==> config.mk <==
export PLATFORM = sky130hd
export DESIGN_NAME = linear_key_value_table
export DESIGN_NICKNAME = d
export VERILOG_FILES = /design/src/lkvt_pkg.sv /design/src/linear_key_value_table.sv /design/src/lkvt_dp.sv /design/src/lkvt_ctrl.sv
export SDC_FILE = /design/constraint.sdc
export NUM_CORES = 1
export LEC_CHECK = 0
export ABC_AREA = 1
export CELL_PAD_IN_SITES_DETAIL_PLACEMENT = 0
export CELL_PAD_IN_SITES_GLOBAL_PLACEMENT = 1
export CORE_MARGIN = 5
export CORE_UTILIZATION = 45
export CTS_CLUSTER_SIZE = 30
export DETAILED_ROUTE_END_ITERATION = 10
export DONT_BUFFER_PORTS = 1
export PLACE_DENSITY = 0.77
export SYNTH_ARGS = -nofsm -noshare
export SYNTH_HDL_FRONTEND = slang
export SYNTH_HIERARCHICAL = 1
export SYNTH_SLANG_ARGS = --single-unit
==> constraint.sdc <==
create_clock -name clk -period 6.1 [get_ports clk]
set_input_delay 0.305 -clock clk [delete_from_list [all_inputs] [get_ports clk]]
set_output_delay 0.305 -clock clk [all_outputs]
set_load 0.03 [all_outputs]
==> src/lkvt_pkg.sv <==
// Shared constants, codes and control types for the linear key-value table.
// Used by lkvt_ctrl, lkvt_dp and the top level linear_key_value_table.
package lkvt_pkg;

	// Table geometry and field widths
	localparam int TABLE_DEPTH = 16;
	localparam int KEY_W       = 32;
	localparam int VAL_W       = 32;
	localparam int IDX_W       = $clog2(TABLE_DEPTH);
	localparam int CNT_W       = $clog2(TABLE_DEPTH + 1);

	// Request operation codes
	typedef enum logic [1:0] {
		MODE_INSERT = 2'd0,
		MODE_LOOKUP = 2'd1,
		MODE_REMOVE = 2'd2,
		MODE_CLEAR  = 2'd3
	} mode_t;

	// Result status codes
	typedef enum logic [1:0] {
		STAT_OK    = 2'd0,
		STAT_FULL  = 2'd1,
		STAT_EMPTY = 2'd2
	} status_t;

	// Controller states
	typedef enum logic [1:0] {
		ST_IDLE,
		ST_SEARCH,
		ST_VREAD,
		ST_FINISH
	} state_t;

	// Controller to datapath commands
	typedef struct packed {
		logic load;     // capture request, restart the scan
		logic scan_en;  // issue key reads and compare
		logic vread;    // read value of the matched entry
		logic commit;   // apply update, load output register
	} dp_cmd_t;

	// Datapath to controller status
	typedef struct packed {
		logic  done;    // scan finished (hit or all entries compared)
		logic  hit;     // key matched an entry
		mode_t mode;    // operation of the current item
	} dp_sts_t;

endpackage

==> src/linear_key_value_table.sv <==
// Linear key-value table of up to 16 entries with insert, lookup, remove
// newest and clear operations.
//
// Input channel (in_valid/in_stall): mode, key, value. An item is taken
// when in_valid is high and in_stall low. One item is in work at a time;
// in_stall is high from acceptance until its result is committed.
// Output channel (out_valid/out_stall): found, position, value_out, count,
// empty_res, status, one result per item, held in an output register.
// Insert and lookup scan the filled entries for the key, at most 16
// (none when the table is empty); a lookup hit adds a read of the
// value. Remove and clear skip the scan and go straight to the commit.
// The next item is taken the cycle after the commit, so with no output
// stall the key scan sets the rate of items.
// A stalled result stays on the output; the next item may be accepted and
// searched meanwhile, and waits for the output register to free up.
// Reset (arst_n low) empties the table and drops any pending result;
// entry contents are not cleared.
// Depends on lkvt_pkg, lkvt_ctrl and lkvt_dp.
module linear_key_value_table (
	input  logic                            clk,
	input  logic                            arst_n,
	input  logic                            in_valid,
	output logic                            in_stall,
	input  logic [1:0]                      mode,
	input  logic [lkvt_pkg::KEY_W-1:0]      key,
	input  logic [lkvt_pkg::VAL_W-1:0]      value,
	output logic                            out_valid,
	input  logic                            out_stall,
	output logic                            found,
	output logic [lkvt_pkg::IDX_W-1:0]      position,
	output logic [lkvt_pkg::VAL_W-1:0]      value_out,
	output logic [lkvt_pkg::CNT_W-1:0]      count,
	output logic                            empty_res,
	output logic [1:0]                      status
);

	lkvt_pkg::dp_cmd_t cmd;
	lkvt_pkg::dp_sts_t sts;

	// Sequencer
	lkvt_ctrl u_ctrl (
		.clk       (clk),
		.arst_n    (arst_n),
		.in_valid  (in_valid),
		.in_stall  (in_stall),
		.in_mode   (mode),
		.out_valid (out_valid),
		.out_stall (out_stall),
		.cmd       (cmd),
		.sts       (sts)
	);

	// Storage, scan and result datapath
	lkvt_dp u_dp (
		.clk       (clk),
		.arst_n    (arst_n),
		.cmd       (cmd),
		.sts       (sts),
		.mode      (mode),
		.key       (key),
		.value     (value),
		.found     (found),
		.position  (position),
		.value_out (value_out),
		.count     (count),
		.empty_res (empty_res),
		.status    (status)
	);

endmodule

==> src/lkvt_dp.sv <==
// Datapath of the key-value table: request registers, key/value memories,
// pipelined linear key scan, update logic and the output register.
// Depends on lkvt_pkg.
module lkvt_dp (
	input  logic                            clk,
	input  logic                            arst_n,
	input  lkvt_pkg::dp_cmd_t               cmd,
	output lkvt_pkg::dp_sts_t               sts,
	input  logic [1:0]                      mode,
	input  logic [lkvt_pkg::KEY_W-1:0]      key,
	input  logic [lkvt_pkg::VAL_W-1:0]      value,
	output logic                            found,
	output logic [lkvt_pkg::IDX_W-1:0]      position,
	output logic [lkvt_pkg::VAL_W-1:0]      value_out,
	output logic [lkvt_pkg::CNT_W-1:0]      count,
	output logic                            empty_res,
	output logic [1:0]                      status
);

	// Entry storage, read data registered
	logic [lkvt_pkg::KEY_W-1:0] key_mem [lkvt_pkg::TABLE_DEPTH];
	logic [lkvt_pkg::VAL_W-1:0] val_mem [lkvt_pkg::TABLE_DEPTH];

	lkvt_pkg::mode_t             mode_q;
	logic [lkvt_pkg::KEY_W-1:0]  key_q;
	logic [lkvt_pkg::VAL_W-1:0]  val_q;
	logic [lkvt_pkg::CNT_W-1:0]  count_q;

	logic [lkvt_pkg::CNT_W-1:0]  scan_q;
	logic                        rd_vld_s1;
	logic [lkvt_pkg::KEY_W-1:0]  rd_key_s1;
	logic [lkvt_pkg::IDX_W-1:0]  rd_idx_s1;
	logic                        hit_q;
	logic [lkvt_pkg::IDX_W-1:0]  hit_idx_q;
	logic [lkvt_pkg::VAL_W-1:0]  vrd_q;

	logic                        issue;
	logic                        match;

	logic                        res_found;
	logic [lkvt_pkg::IDX_W-1:0]  res_pos;
	logic [lkvt_pkg::VAL_W-1:0]  res_vout;
	lkvt_pkg::status_t           res_stat;
	logic [lkvt_pkg::CNT_W-1:0]  cnt_nxt;
	logic                        wr_key_en;
	logic                        wr_val_en;
	logic [lkvt_pkg::IDX_W-1:0]  wr_addr;

	logic                        found_q;
	logic [lkvt_pkg::IDX_W-1:0]  pos_q;
	logic [lkvt_pkg::VAL_W-1:0]  vout_q;
	logic [lkvt_pkg::CNT_W-1:0]  cnt_out_q;
	logic                        empty_q;
	lkvt_pkg::status_t           stat_q;

	// Request capture
	always_ff @(posedge clk) begin
		if (cmd.load) begin
			mode_q <= lkvt_pkg::mode_t'(mode);
			key_q  <= key;
			val_q  <= value;
		end
	end

	// Scan: one read issued per cycle, compared in the next cycle on the registered read data
	assign issue = cmd.scan_en && (scan_q < count_q) && !hit_q;
	assign match = rd_vld_s1 && (rd_key_s1 == key_q);

	always_ff @(posedge clk or negedge arst_n) begin
		if (!arst_n) begin
			scan_q    <= '0;
			rd_vld_s1 <= 1'b0;
			hit_q     <= 1'b0;
		end else if (cmd.load) begin
			scan_q    <= '0;
			rd_vld_s1 <= 1'b0;
			hit_q     <= 1'b0;
		end else begin
			rd_vld_s1 <= issue;
			if (issue) begin
				scan_q <= scan_q + lkvt_pkg::CNT_W'(1);
			end
			if (match) begin
				hit_q <= 1'b1;
			end
		end
	end

	always_ff @(posedge clk) begin
		if (issue) begin
			rd_key_s1 <= key_mem[scan_q[lkvt_pkg::IDX_W-1:0]];
			rd_idx_s1 <= scan_q[lkvt_pkg::IDX_W-1:0];
		end
		if (match && !hit_q) begin
			hit_idx_q <= rd_idx_s1;
		end
		if (cmd.vread) begin
			vrd_q <= val_mem[hit_idx_q];
		end
	end

	assign sts.hit  = hit_q;
	assign sts.done = hit_q || ((scan_q >= count_q) && !rd_vld_s1);
	assign sts.mode = mode_q;

	// Result and update for the current operation
	always_comb begin
		res_found = 1'b0;
		res_pos   = '0;
		res_vout  = '0;
		res_stat  = lkvt_pkg::STAT_OK;
		cnt_nxt   = count_q;
		wr_key_en = 1'b0;
		wr_val_en = 1'b0;
		wr_addr   = hit_q ? hit_idx_q : count_q[lkvt_pkg::IDX_W-1:0];
		unique case (mode_q)
			lkvt_pkg::MODE_INSERT: begin
				if (hit_q) begin
					res_found = 1'b1;
					res_pos   = hit_idx_q;
					wr_val_en = 1'b1;
				end else if (count_q < lkvt_pkg::CNT_W'(lkvt_pkg::TABLE_DEPTH)) begin
					res_pos   = count_q[lkvt_pkg::IDX_W-1:0];
					wr_key_en = 1'b1;
					wr_val_en = 1'b1;
					cnt_nxt   = count_q + lkvt_pkg::CNT_W'(1);
				end else begin
					res_stat = lkvt_pkg::STAT_FULL;
				end
			end
			lkvt_pkg::MODE_LOOKUP: begin
				if (hit_q) begin
					res_found = 1'b1;
					res_pos   = hit_idx_q;
					res_vout  = vrd_q;
				end
			end
			lkvt_pkg::MODE_REMOVE: begin
				if (count_q != '0) begin
					cnt_nxt = count_q - lkvt_pkg::CNT_W'(1);
				end else begin
					res_stat = lkvt_pkg::STAT_EMPTY;
				end
			end
			lkvt_pkg::MODE_CLEAR: begin
				cnt_nxt = '0;
			end
			default: begin
				cnt_nxt = count_q;
			end
		endcase
	end

	// Entry writes on commit
	always_ff @(posedge clk) begin
		if (cmd.commit && wr_key_en) begin
			key_mem[wr_addr] <= key_q;
		end
		if (cmd.commit && wr_val_en) begin
			val_mem[wr_addr] <= val_q;
		end
	end

	// Fill count
	always_ff @(posedge clk or negedge arst_n) begin
		if (!arst_n) begin
			count_q <= '0;
		end else if (cmd.commit) begin
			count_q <= cnt_nxt;
		end
	end

	// Output register, held until the item is taken
	always_ff @(posedge clk) begin
		if (cmd.commit) begin
			found_q   <= res_found;
			pos_q     <= res_pos;
			vout_q    <= res_vout;
			cnt_out_q <= cnt_nxt;
			empty_q   <= (cnt_nxt == '0);
			stat_q    <= res_stat;
		end
	end

	assign found     = found_q;
	assign position  = pos_q;
	assign value_out = vout_q;
	assign count     = cnt_out_q;
	assign empty_res = empty_q;
	assign status    = stat_q;

	// Checks
	a_count_range: assert property (@(posedge clk) disable iff (!arst_n)
		count_q <= lkvt_pkg::CNT_W'(lkvt_pkg::TABLE_DEPTH))
		else $error("fill count above table depth");

	a_read_in_range: assert property (@(posedge clk) disable iff (!arst_n)
		issue |=> (rd_vld_s1 && (lkvt_pkg::CNT_W'(rd_idx_s1) < count_q)))
		else $error("key read beyond filled entries");

	a_hit_in_range: assert property (@(posedge clk) disable iff (!arst_n)
		(hit_q && !cmd.commit) |-> (lkvt_pkg::CNT_W'(hit_idx_q) < count_q))
		else $error("matched index outside filled entries");

endmodule

==> src/lkvt_ctrl.sv <==
// Controller state machine of the key-value table: accepts items, runs the
// key scan, the value read and the commit into the output register.
// Depends on lkvt_pkg.
module lkvt_ctrl (
	input  logic              clk,
	input  logic              arst_n,
	input  logic              in_valid,
	output logic              in_stall,
	input  logic [1:0]        in_mode,
	output logic              out_valid,
	input  logic              out_stall,
	output lkvt_pkg::dp_cmd_t cmd,
	input  lkvt_pkg::dp_sts_t sts
);

	lkvt_pkg::state_t state_q;
	lkvt_pkg::state_t state_nxt;
	logic             out_valid_q;
	logic             needs_scan;

	assign needs_scan = (in_mode == lkvt_pkg::MODE_INSERT) ||
		(in_mode == lkvt_pkg::MODE_LOOKUP);

	// State register
	always_ff @(posedge clk or negedge arst_n) begin
		if (!arst_n) begin
			state_q <= lkvt_pkg::ST_IDLE;
		end else begin
			state_q <= state_nxt;
		end
	end

	// Next state and commands
	always_comb begin
		state_nxt   = state_q;
		cmd         = '0;
		unique case (state_q)
			lkvt_pkg::ST_IDLE: begin
				if (in_valid) begin
					cmd.load  = 1'b1;
					state_nxt = needs_scan ? lkvt_pkg::ST_SEARCH : lkvt_pkg::ST_FINISH;
				end
			end
			lkvt_pkg::ST_SEARCH: begin
				cmd.scan_en = 1'b1;
				if (sts.done) begin
					state_nxt = (sts.hit && (sts.mode == lkvt_pkg::MODE_LOOKUP)) ?
						lkvt_pkg::ST_VREAD : lkvt_pkg::ST_FINISH;
				end
			end
			lkvt_pkg::ST_VREAD: begin
				cmd.vread = 1'b1;
				state_nxt = lkvt_pkg::ST_FINISH;
			end
			lkvt_pkg::ST_FINISH: begin
				if (!out_valid_q || !out_stall) begin
					cmd.commit = 1'b1;
					state_nxt  = lkvt_pkg::ST_IDLE;
				end
			end
			default: begin
				state_nxt = lkvt_pkg::ST_IDLE;
			end
		endcase
	end

	// Output valid: set on commit, cleared when taken
	always_ff @(posedge clk or negedge arst_n) begin
		if (!arst_n) begin
			out_valid_q <= 1'b0;
		end else if (cmd.commit) begin
			out_valid_q <= 1'b1;
		end else if (!out_stall) begin
			out_valid_q <= 1'b0;
		end
	end

	assign in_stall  = (state_q != lkvt_pkg::ST_IDLE);
	assign out_valid = out_valid_q;

	// Checks
	a_commit_slot_free: assert property (@(posedge clk) disable iff (!arst_n)
		cmd.commit |-> (!out_valid_q || !out_stall))
		else $error("commit overwrote a pending result");

	a_commit_shows: assert property (@(posedge clk) disable iff (!arst_n)
		cmd.commit |=> out_valid_q)
		else $error("committed result not presented");

	a_vread_on_hit: assert property (@(posedge clk) disable iff (!arst_n)
		(state_q == lkvt_pkg::ST_VREAD) |-> (sts.hit && (sts.mode == lkvt_pkg::MODE_LOOKUP)))
		else $error("value read without a lookup hit");

endmodule

---- Word-level counts from Yosys, hierarchy flattened ----
Memories as Yosys holds them, arrays and structs flattened. A register that Yosys moved wholly into a read port is not among the register bits.
Index checks and enable logic that the tools add are counted.
operators by class
  add/sub/neg operators ................... 3
  $lt $le $gt $ge ......................... 3
  equal/unequal tests ..................... 12
  mux-type cells .......................... 42
  reduce and logical (&&, ||, !) cells .... 26
operators with widths
  kind                 number
  $eq 32x32->1         1
  $mux 5               5
  $mux 1               23
  $mux 4               4
  $pmux 5 s3           1
  $mux 2               6
  $add 5x1->5 const B  2
  $eq 2x2->1 const B   4
  $logic_and 1x1->1    8
  $pmux 2 s4           1
  $pmux 4 s2           1
  $eq 2x1->1 const B   3
  $logic_not 2->1      3
  $reduce_bool 2->1    3
  $ge 5x5->1           1
  $logic_not 5->1      1
  $lt 5x5->1           1
  $lt 5x5->1 const B   1
  $reduce_bool 5->1    1
  $sub 5x1->5 const B  1
  $logic_not 1->1      4
  $ne 2x1->1 const B   2
  $ne 2x2->1 const B   2
  $pmux 2 s2           1
  4 further kinds      6
storage, ports and cells
  flip-flop bits (word level) ............. 134
  memory bits (writable) .................. 1024
  input port bits ......................... 70
  output and inout port bits .............. 47
  memories ................................ 2
memories
  memory        depth  width  read ports  clocked after Yosys merged registers in  write ports  RTL line       RTL
  u_dp.key_mem  16     32     1           1                                        1            lkvt_dp.sv:21  logic [lkvt_pkg::KEY_W-1:0] key_mem [lkvt_pkg::TABLE_DEPTH];
  u_dp.val_mem  16     32     1           1                                        1            lkvt_dp.sv:22  logic [lkvt_pkg::VAL_W-1:0] val_mem [lkvt_pkg::TABLE_DEPTH];

---- Depth between registers and ports, before layout ----
Gate-level depths: netlist of the first run.
  depth in word-level cells ............... 7
  gate-level depth with buffers ........... 17
  mapped depth without buffers ............ 17

---- By module ----
The synthesis of the first run kept the hierarchy.
modules (own cells, without submodules)
  module     instances  cells an instance  area an instance (µm²)  seq. area each (µm²)
  lkvt_dp    1          3481               48137.4                 36545.0
  lkvt_ctrl  1          36                 276.5                   75.1

---- Worst setup path before layout of the first run ----
No wires, ideal clock.
  path kind ............................... register to register
  start ................................... register u_ctrl.state_q[0]
  end ..................................... memory u_dp/key_mem[10][0] (netlist bit) (enable)
  arrival ................................. 5697 ps
  required time ........................... 5639 ps
  slack ................................... -58 ps
  cell stages (with the launch flop) ...... 7
  clock period less this slack ............ 6158 ps
  cells stage by stage .................... dfrtp_1 ha_1 inv_2 a21oi_1 clkbuf_1 nand3_1 nor3_1
RTL lines
  item                      RTL line         RTL
  start: declaration        lkvt_ctrl.sv:16  lkvt_pkg::state_t state_q;
  start signal: assignment  lkvt_ctrl.sv:27  state_q <= lkvt_pkg::ST_IDLE;
  start signal: assignment  lkvt_ctrl.sv:29  state_q <= state_nxt;
  end: declaration          lkvt_dp.sv:21

---- Final worst setup path of the first run ----
  start ................................... register u_dp/scan_q[0] (netlist bit)
  end ..................................... register u_dp/rd_key_s1[30] (netlist bit), read port of u_dp.key_mem (enable)
on the way
  longest elaborated chain between the ends .. 3
RTL lines
  item                             RTL line       RTL
  start: declaration               lkvt_dp.sv:29  logic [lkvt_pkg::CNT_W-1:0] scan_q;
  start signal: assignment         lkvt_dp.sv:81  scan_q <= scan_q + lkvt_pkg::CNT_W'(1);
  $lt 5x5->1                       lkvt_dp.sv:66  assign issue = cmd.scan_en && (scan_q < count_q) && !hit_q;
  $logic_and 1x1->1 (2 in series)  lkvt_dp.sv:66
  net u_dp.issue                   lkvt_dp.sv:37  logic issue;
  end: declaration                 lkvt_dp.sv:31  logic [lkvt_pkg::KEY_W-1:0] rd_key_s1;
The timed path passes the listed nets, and every way through them passes these cells.
A chain may end at the register's enable or synchronous reset.

==> summary.txt, run 1 <==
Timing
  – Post-layout min period: ~3.3 ns
  – Tightest Pin Transition: roughly 1.3 ns
  – Clk_skew: between 0.03 and 0.04 ns
  – Slew headroom: 11.0%
  – Unrepaired setup endpoints after global routing: no
  – Fin. max-slew vios: 0
  – Hold WS: between 0.08 and 0.09 ns
  – Final worst-path cycle share: 54.5%
  – Final setup viols: 0
  – Hold Violations, Final: 0
  – TNS Setup: 0 ns
  – Fmax: 301 MHz

Floorplan
  – Top-Level Pins: between 100 and 150
  – Die Y: 338 um
  – Die area: roughly 110000 sq um
  – Initial Util: ~45%
  – Chip width: between 300 and 400 um
  – Row count: 120
  – Core Area: 107000 sq um

Placed design
  – Gpl congestion: ~0.8
  – Port Buf Inserts: 0
  – Placed cells: 4779
  – Hpwl dp: a little over 60000 um

Clock tree
  – Clock Latency Late Sink: 0.70 ns
  – Root buffer cell: clkbuf_16
  – Clock slew at reported path FFs: about 0.060 ns
  – CTS tree: done
  – Total CTS buffers: 119
  – Post-CTS resize count: 0
  – H-Tree Depth: 3
  – CTS Sinks: 1222
  – Max Root-Sink Buffers: 3

Logic synthesis
  – Sequential element share of the synthesized area: 75.6%
  – Top post-synthesis cells by area: edfxtp_1 (75%), nor2_1 (3.8%), o21ai_0 (3.6%)
  – Most frequent cells after synthesis: edfxtp_1 (1207), nor2_1 (493), o21ai_0 (350)
  – Most frequent cell after synthesis: edfxtp_1
  – Syn nets: 3601
  – Post-synthesis instance total: around 3.5k
  – Synth warn: 6
  – Number of synthesized flops with an enable pin: around 1.2k
  – Unique masters post-synth: 33
  – Syn Area/Cell: 13.8 sq um
  – Ys flop type: edfxtp_1
  – Synth Cell Area: between 40000 and 50000 sq um
  – Top cell type's share of synthesized area: 74.9%
  – Flops & latches, synth: 1222
  – Synth area leader: edfxtp_1
  – Post-synth ARST share: under 10%

Power
  – Peak supply drop: about 0.00035 V
  – Leak: between 15 and 20 nW
  – Cell Pwr Density: 388 nW/um^2
  – Power Total: between 20 and 25 mW

Worst setup path
  – CP max FO: between 100 and 150
  – Critical path cell sequence: inv_8 > ha_1 > nor3_1 > nor2_1 > nand3_1 > inv_2
  – Worst EP arrival: around 3.6 ns
  – Crit path max-delay cell type: dfrtp_4
  – Type of origin of the critical path: register
  – WP data required: around 6.4 ns
  – CP Capture Type: register
  – CP peak stage delay: roughly 0.79 ns
  – Critical setup path kind: reg2reg
  – Reg2Reg Setup Slack: 2.78 ns
  – CP delay by family, top: buffers and inverters
  – WP buf/inv: 2

Run status
  – Outcome: finished clean

Layout
  – # fillers: 8883
  – Area Overhead vs Synth: 12.3%
  – Share of cells above drive strength 1: under 10%
  – Non-Filler Instances: ~5k
  – Final nets: ~3.7k

Global routing
  – Vias in the first global route: 27.0k
  – First-pass GRT wire length: ~170000 um
  – Largest net degree at the start of global routing: ~200
  – Initial antenna violation count: 4
  – GRT Total Usage: roughly a fifth
  – GRT overflow: 0

Route
  – Final ANT Viol Nets: 0
  – DRC violations left: 0
  – WL per Instance: around 22 um
  – Vias per cell: about 5.5
  – DR iter-0 viols: between 2k and 3k
  – DRT Wirelength: ~110000 um
  – First-pass iteration count of the detailed router: 6
  – Via count: about 28k

Job
  – Max Cap Viol: 0

Min path
  – Worst min path class: in2reg
## worst register-to-register path: stages (launching register included)
cell	delay, ns
dfrtp_4	0.79
inv_8	0.62
ha_1	0.28
nor3_1	0.05
nor2_1	0.13
nand3_1	0.21
inv_2	0.76
## registers in the layout, summed over array words and instances (netlist names), 2 cells and up
| register | cells |
|---|---|
| u_dp/val_mem | 512 |
| u_dp/count | 5 |
| u_dp/vrd_q | 32 |
| u_dp/mode_q | 2 |
| u_ctrl/state_q | 2 |
| u_dp/key_q | 32 |
| u_dp/scan_q | 5 |
| u_dp/rd_idx_s1 | 4 |
| u_dp/key_mem | 512 |
| u_dp/position | 4 |
| u_dp/hit_idx_q | 4 |
| u_dp/value_out | 32 |
| u_dp/val_q | 32 |
| u_dp/rd_key_s1 | 32 |
| u_dp/status | 2 |
| u_dp/count_q | 5 |
## path summary, 6_finish.rpt
| path | depth (start not counted) | to | startpoint |
|---|---|---|---|
| worst max-delay path | 6 | u_dp/rd_key_s1[30] | u_dp/scan_q[0] |
| worst min-delay path | 2 | u_dp/key_q[29] | in_valid |
| worst max register to register | 6 | u_dp/rd_key_s1[30] | u_dp/scan_q[0] |
| worst min register to register | 0 | u_dp/hit_idx_q[2] | u_dp/rd_idx_s1[2] |
| max in group asynchronous | 1 | u_dp/scan_q[0] | arst_n |
| min in group asynchronous | 1 | u_ctrl/out_valid | arst_n |
## kinds of logic (layout without fill, tap and decap cells)
group | after synthesis | in the layout | share of synthesized area [%]
buffers and inverters | 465 | 615 | 4.19
other | 0 | 1 | 0
xor gates and xnor gates | 16 | 16 | 0.289
adders and majority gates | 14 | 14 | 0.362
DFF | 1222 | 1222 | 75.6
AOI/OAI and AO/OA | 782 | 782 | 9.60
and+or+nand+nor | 896 | 896 | 7.39
muxes | 122 | 122 | 2.52
## cells in the final DEF (no fill, tap or decap), drive strengths merged, types with 5 or more instances in the layout
| cell type | count |
|---|---|
| buf | 61 |
| clkbuf | 143 |
| nor3 | 17 |
| a21oi | 134 |
| inv | 267 |
| nand2 | 261 |
| dlygate4sd3 | 69 |
| nand3b | 5 |
| bufinv | 11 |
| xor2 | 9 |
| nand3 | 116 |
| nor2 | 495 |
| edfxtp | 1207 |
| ha | 14 |
| mux2i | 122 |
| dfrtp | 15 |
| o211ai | 192 |
| xnor2 | 7 |
| o21ai | 388 |
| o32ai | 64 |
| clkinv | 62 |
## through the flow
step | worst slack, ns | util [%] | area, sq um
finish | 2.78 | 50.9 | 54400
global route | 2.42 | 50.9 | 54400
CTS | 2.72 | 50.9 | 54400
global placement | 2.76 | 46.7 | 49900
detailed placement | 2.76 | 46.7 | 49900
floorplan | -0.0584 | - | 48400
## layer usage
metal / part of all wire [%] / vias to the layer above / wire length [um] / track usage [%]
li1: - / 12900 / - / -
met5: 0.020 / - / 22 / 0
met1: 42 / 13900 / 46300 / 25.8
met2: 50 / 815 / 54400 / 32.1
met3: 6.0 / 145 / 6580 / 2.96
met4: 2.3 / 4 / 2520 / 5.09
## layout make-up
type / instances / area [sq um] / share of cell area, %
repair buffers: 130 / 1190 / 2.18
flip-flops and latches: 1222 / 36600 / 67.4
multi-input cells: 1830 / 10000 / 18.4
diodes: 1 / 2.50 / 0.00460
clock inverters: 79 / 694 / 1.28
clock buffers: 143 / 3110 / 5.72
inverters: 263 / 1000 / 1.84
well taps: 1403 / 1760 / 3.23
## timing repair
item	in CTS	in global routing
setup buffers	0	0
hold buffers	69	0
endpoints found under the hold margin	84	0
## power by group
| part | leakage, nW | internal [mW] | switching (mW) | total, mW |
|---|---|---|---|---|
| logic | 5.55 | 0.874 | 2.19 | 3.06 |
| registers | 11.1 | 10.1 | 0.722 | 10.9 |
| clock network | 1.87 | 4.09 | 3.07 | 7.16 |
(Power assumes the default switching activity.)
==> run 2: changes to the inputs <==
--- a/config.mk
+++ b/config.mk
@@ -13,7 +13,7 @@
 export CTS_CLUSTER_SIZE = 30
 export DETAILED_ROUTE_END_ITERATION = 10
 export DONT_BUFFER_PORTS = 1
-export PLACE_DENSITY = 0.77
+export PLACE_DENSITY = 0.75
 export SYNTH_ARGS = -nofsm -noshare
 export SYNTH_HDL_FRONTEND = slang
 export SYNTH_HIERARCHICAL = 1
==> constraint.sdc (replaced) <==
create_clock -name clk -period 3.4 [get_ports clk]
set_input_delay 0.17 -clock clk [delete_from_list [all_inputs] [get_ports clk]]
set_output_delay 0.17 -clock clk [all_outputs]
set_load 0.03 [all_outputs]
==> summary.txt, run 2 (synthesis gave the netlist of run 1 again) <==
Run status
  – Outcome: finished clean

Worst setup path
  – Type of origin of the critical path: register
  – CP delay by family, top: buffers and inverters
  – Critical setup path kind: reg2reg
  – WP data required: between 3 and 4 ns
  – CP peak stage delay: approximately 0.57 ns
  – WP buf/inv: 4
  – Crit path max-delay cell type: dfrtp_1
  – Worst path most repeated cell: inv_1
  – CP max FO: 32
  – Worst EP arrival: approximately 3.1 ns
  – Worst setup startpoint: u_dp/hit_q
  – Reg-to-Reg Start: u_dp/hit_q
  – CP Capture Type: register
  – Critical path cell sequence: inv_1 > nand2_1 > inv_1 > a21oi_1 > inv_1 > nor2_1 > nand3_1 > nor2_4 > buf_4

Clock tree
  – Cts hold-fix bufs: 70
  – Clock slew at reported path FFs: roughly 0.06 ns
  – Root buffer cell: clkbuf_16
  – CTS Sinks: 1222
  – Setup Fix Bufs, Post-CTS: 0
  – Total CTS buffers: 130
  – Clock Latency Late Sink: approximately 0.74 ns
  – Max Root-Sink Buffers: 3
  – CTS tree: done
  – H-Tree Depth: 4
  – Post-CTS resize count: 0

Floorplan
  – Top-Level Pins: between 100 and 150
  – Initial Util: between 40% and 50%
  – Die Y: approximately 340 um
  – Row count: between 100 and 150
  – Chip width: between 300 and 400 um
  – Die area: ~110000 sq um
  – Core Area: between 100000 and 150000 sq um

Timing
  – Unrepaired setup endpoints after global routing: no
  – Fin. max-slew vios: 0
  – Fmax: 358 MHz
  – Slew headroom: between 30% and 40%
  – Final worst-path cycle share: 82.1%
  – Tightest Pin Transition: around 0.96 ns
  – Worst setup margin: between 0.6 and 0.7 ns
  – Final setup viols: 0
  – Clk_skew: between 0.02 and 0.03 ns
  – Hold Violations, Final: 0
  – Post-layout min period: 2.79 ns

Layout
  – # fillers: between 8k and 9k
  – Area Overhead vs Synth: 13.7%
  – Share of cells above drive strength 1: around 8.4%
  – Commonest non-fill, non-tap cell in the layout: edfxtp_1
  – Non-Filler Instances: approximately 5.1k
  – # diodes: 0
  – Commonest non-fill, non-tap cells in the layout: edfxtp_1 (1207), nor2_1 (472), o21ai_0 (350)
  – Top Registers: u_dp/key_mem: 512 flops, u_dp/val_mem: 512 flops
  – Finished Cell Area: ~55000 sq um
  – Final nets: between 3k and 4k

Placed design
  – Dpl cell area: 50400 sq um
  – Port Buf Inserts: 0
  – Gpl congestion: 0.800
  – Placed cells: roughly 4.8k
  – Pre-CTS setup slack: between 0.6 and 0.7 ns
  – Hpwl dp: between 60000 and 70000 um

Min path
  – HP Start: value[18]
  – Worst min path class: in2reg

Global routing
  – First-pass GRT wire length: around 170000 um
  – Vias in the first global route: around 27k
  – GRT overflow: 0
  – GRT Total Usage: 19.3%
  – Largest net degree at the start of global routing: about 180
  – Initial antenna violation count: 4

Route
  – DRC violations left: 0
  – First-pass iteration count of the detailed router: 7
  – DR iter-0 viols: 2425
  – WL per Instance: ~21 um
  – Via count: 27.8k
  – Vias per cell: 5.44
  – Final ANT Viol Nets: 0
  – DRT Wirelength: 110000 um

Power
  – Peak supply drop: between 0.0005 and 0.0006 V
  – Leak: between 15 and 20 nW
  – Power Total: 38.3 mW
  – Cell Pwr Density: ~700 nW/um^2

Job
  – Max Cap Viol: 0
==> run 2: routing by layer <==
layer,GRT usage [%],wire (um),vias to the layer above
met5,0,23,-
met4,5.91,2710,4
met3,2.97,5440,185
met2,32.6,54600,738
met1,26.0,46800,13800
li1,-,-,13100
==> run 2: worst paths after layout <==
kind	endpoint	slack (ns)	cells past startpoint
worst max-delay path	u_dp/key_mem[2][4]	0.61	9
worst min-delay path	u_dp/val_q[18]	0.06	1
worst max register to register	u_dp/key_mem[2][4]	0.61	9
worst min register to register	u_dp/hit_idx_q[1]	0.42	0
max in group asynchronous	u_dp/scan_q[0]	2.33	2
min in group asynchronous	u_ctrl/state_q[0]	0.52	2
==> run 2: cell type report <==
| cell class | count | area (sq um) | area share (%) |
|---|---|---|---|
| flip-flops and latches | 1222 | 36600 | 66.6 |
| multi-input cells | 1830 | 10100 | 18.3 |
| clock buffers | 153 | 3340 | 6.07 |
| well taps | 1403 | 1760 | 3.19 |
| repair buffers | 153 | 1600 | 2.91 |
| inverters | 263 | 1000 | 1.82 |
| clock inverters | 77 | 629 | 1.14 |
==> run 2: metrics by stage <==
stage | TNS, ns | hold slack, ns | utilization, %
floorplan | -155.04 | -0.126 | -
global placement | 0 | -0.124 | 47.1
detailed placement | 0 | -0.124 | 47.1
CTS | 0 | 0.0115 | 51.5
global route | 0 | 0.0248 | 51.5
finish | 0 | 0.0604 | 51.5
==> run 2: report_power, final <==
| part | total, mW | internal, mW | switching (mW) |
|---|---|---|---|
| clock | 13.2 | 7.40 | 5.75 |
| sequential | 19.4 | 18.2 | 1.21 |
| combinational | 5.79 | 1.70 | 4.10 |
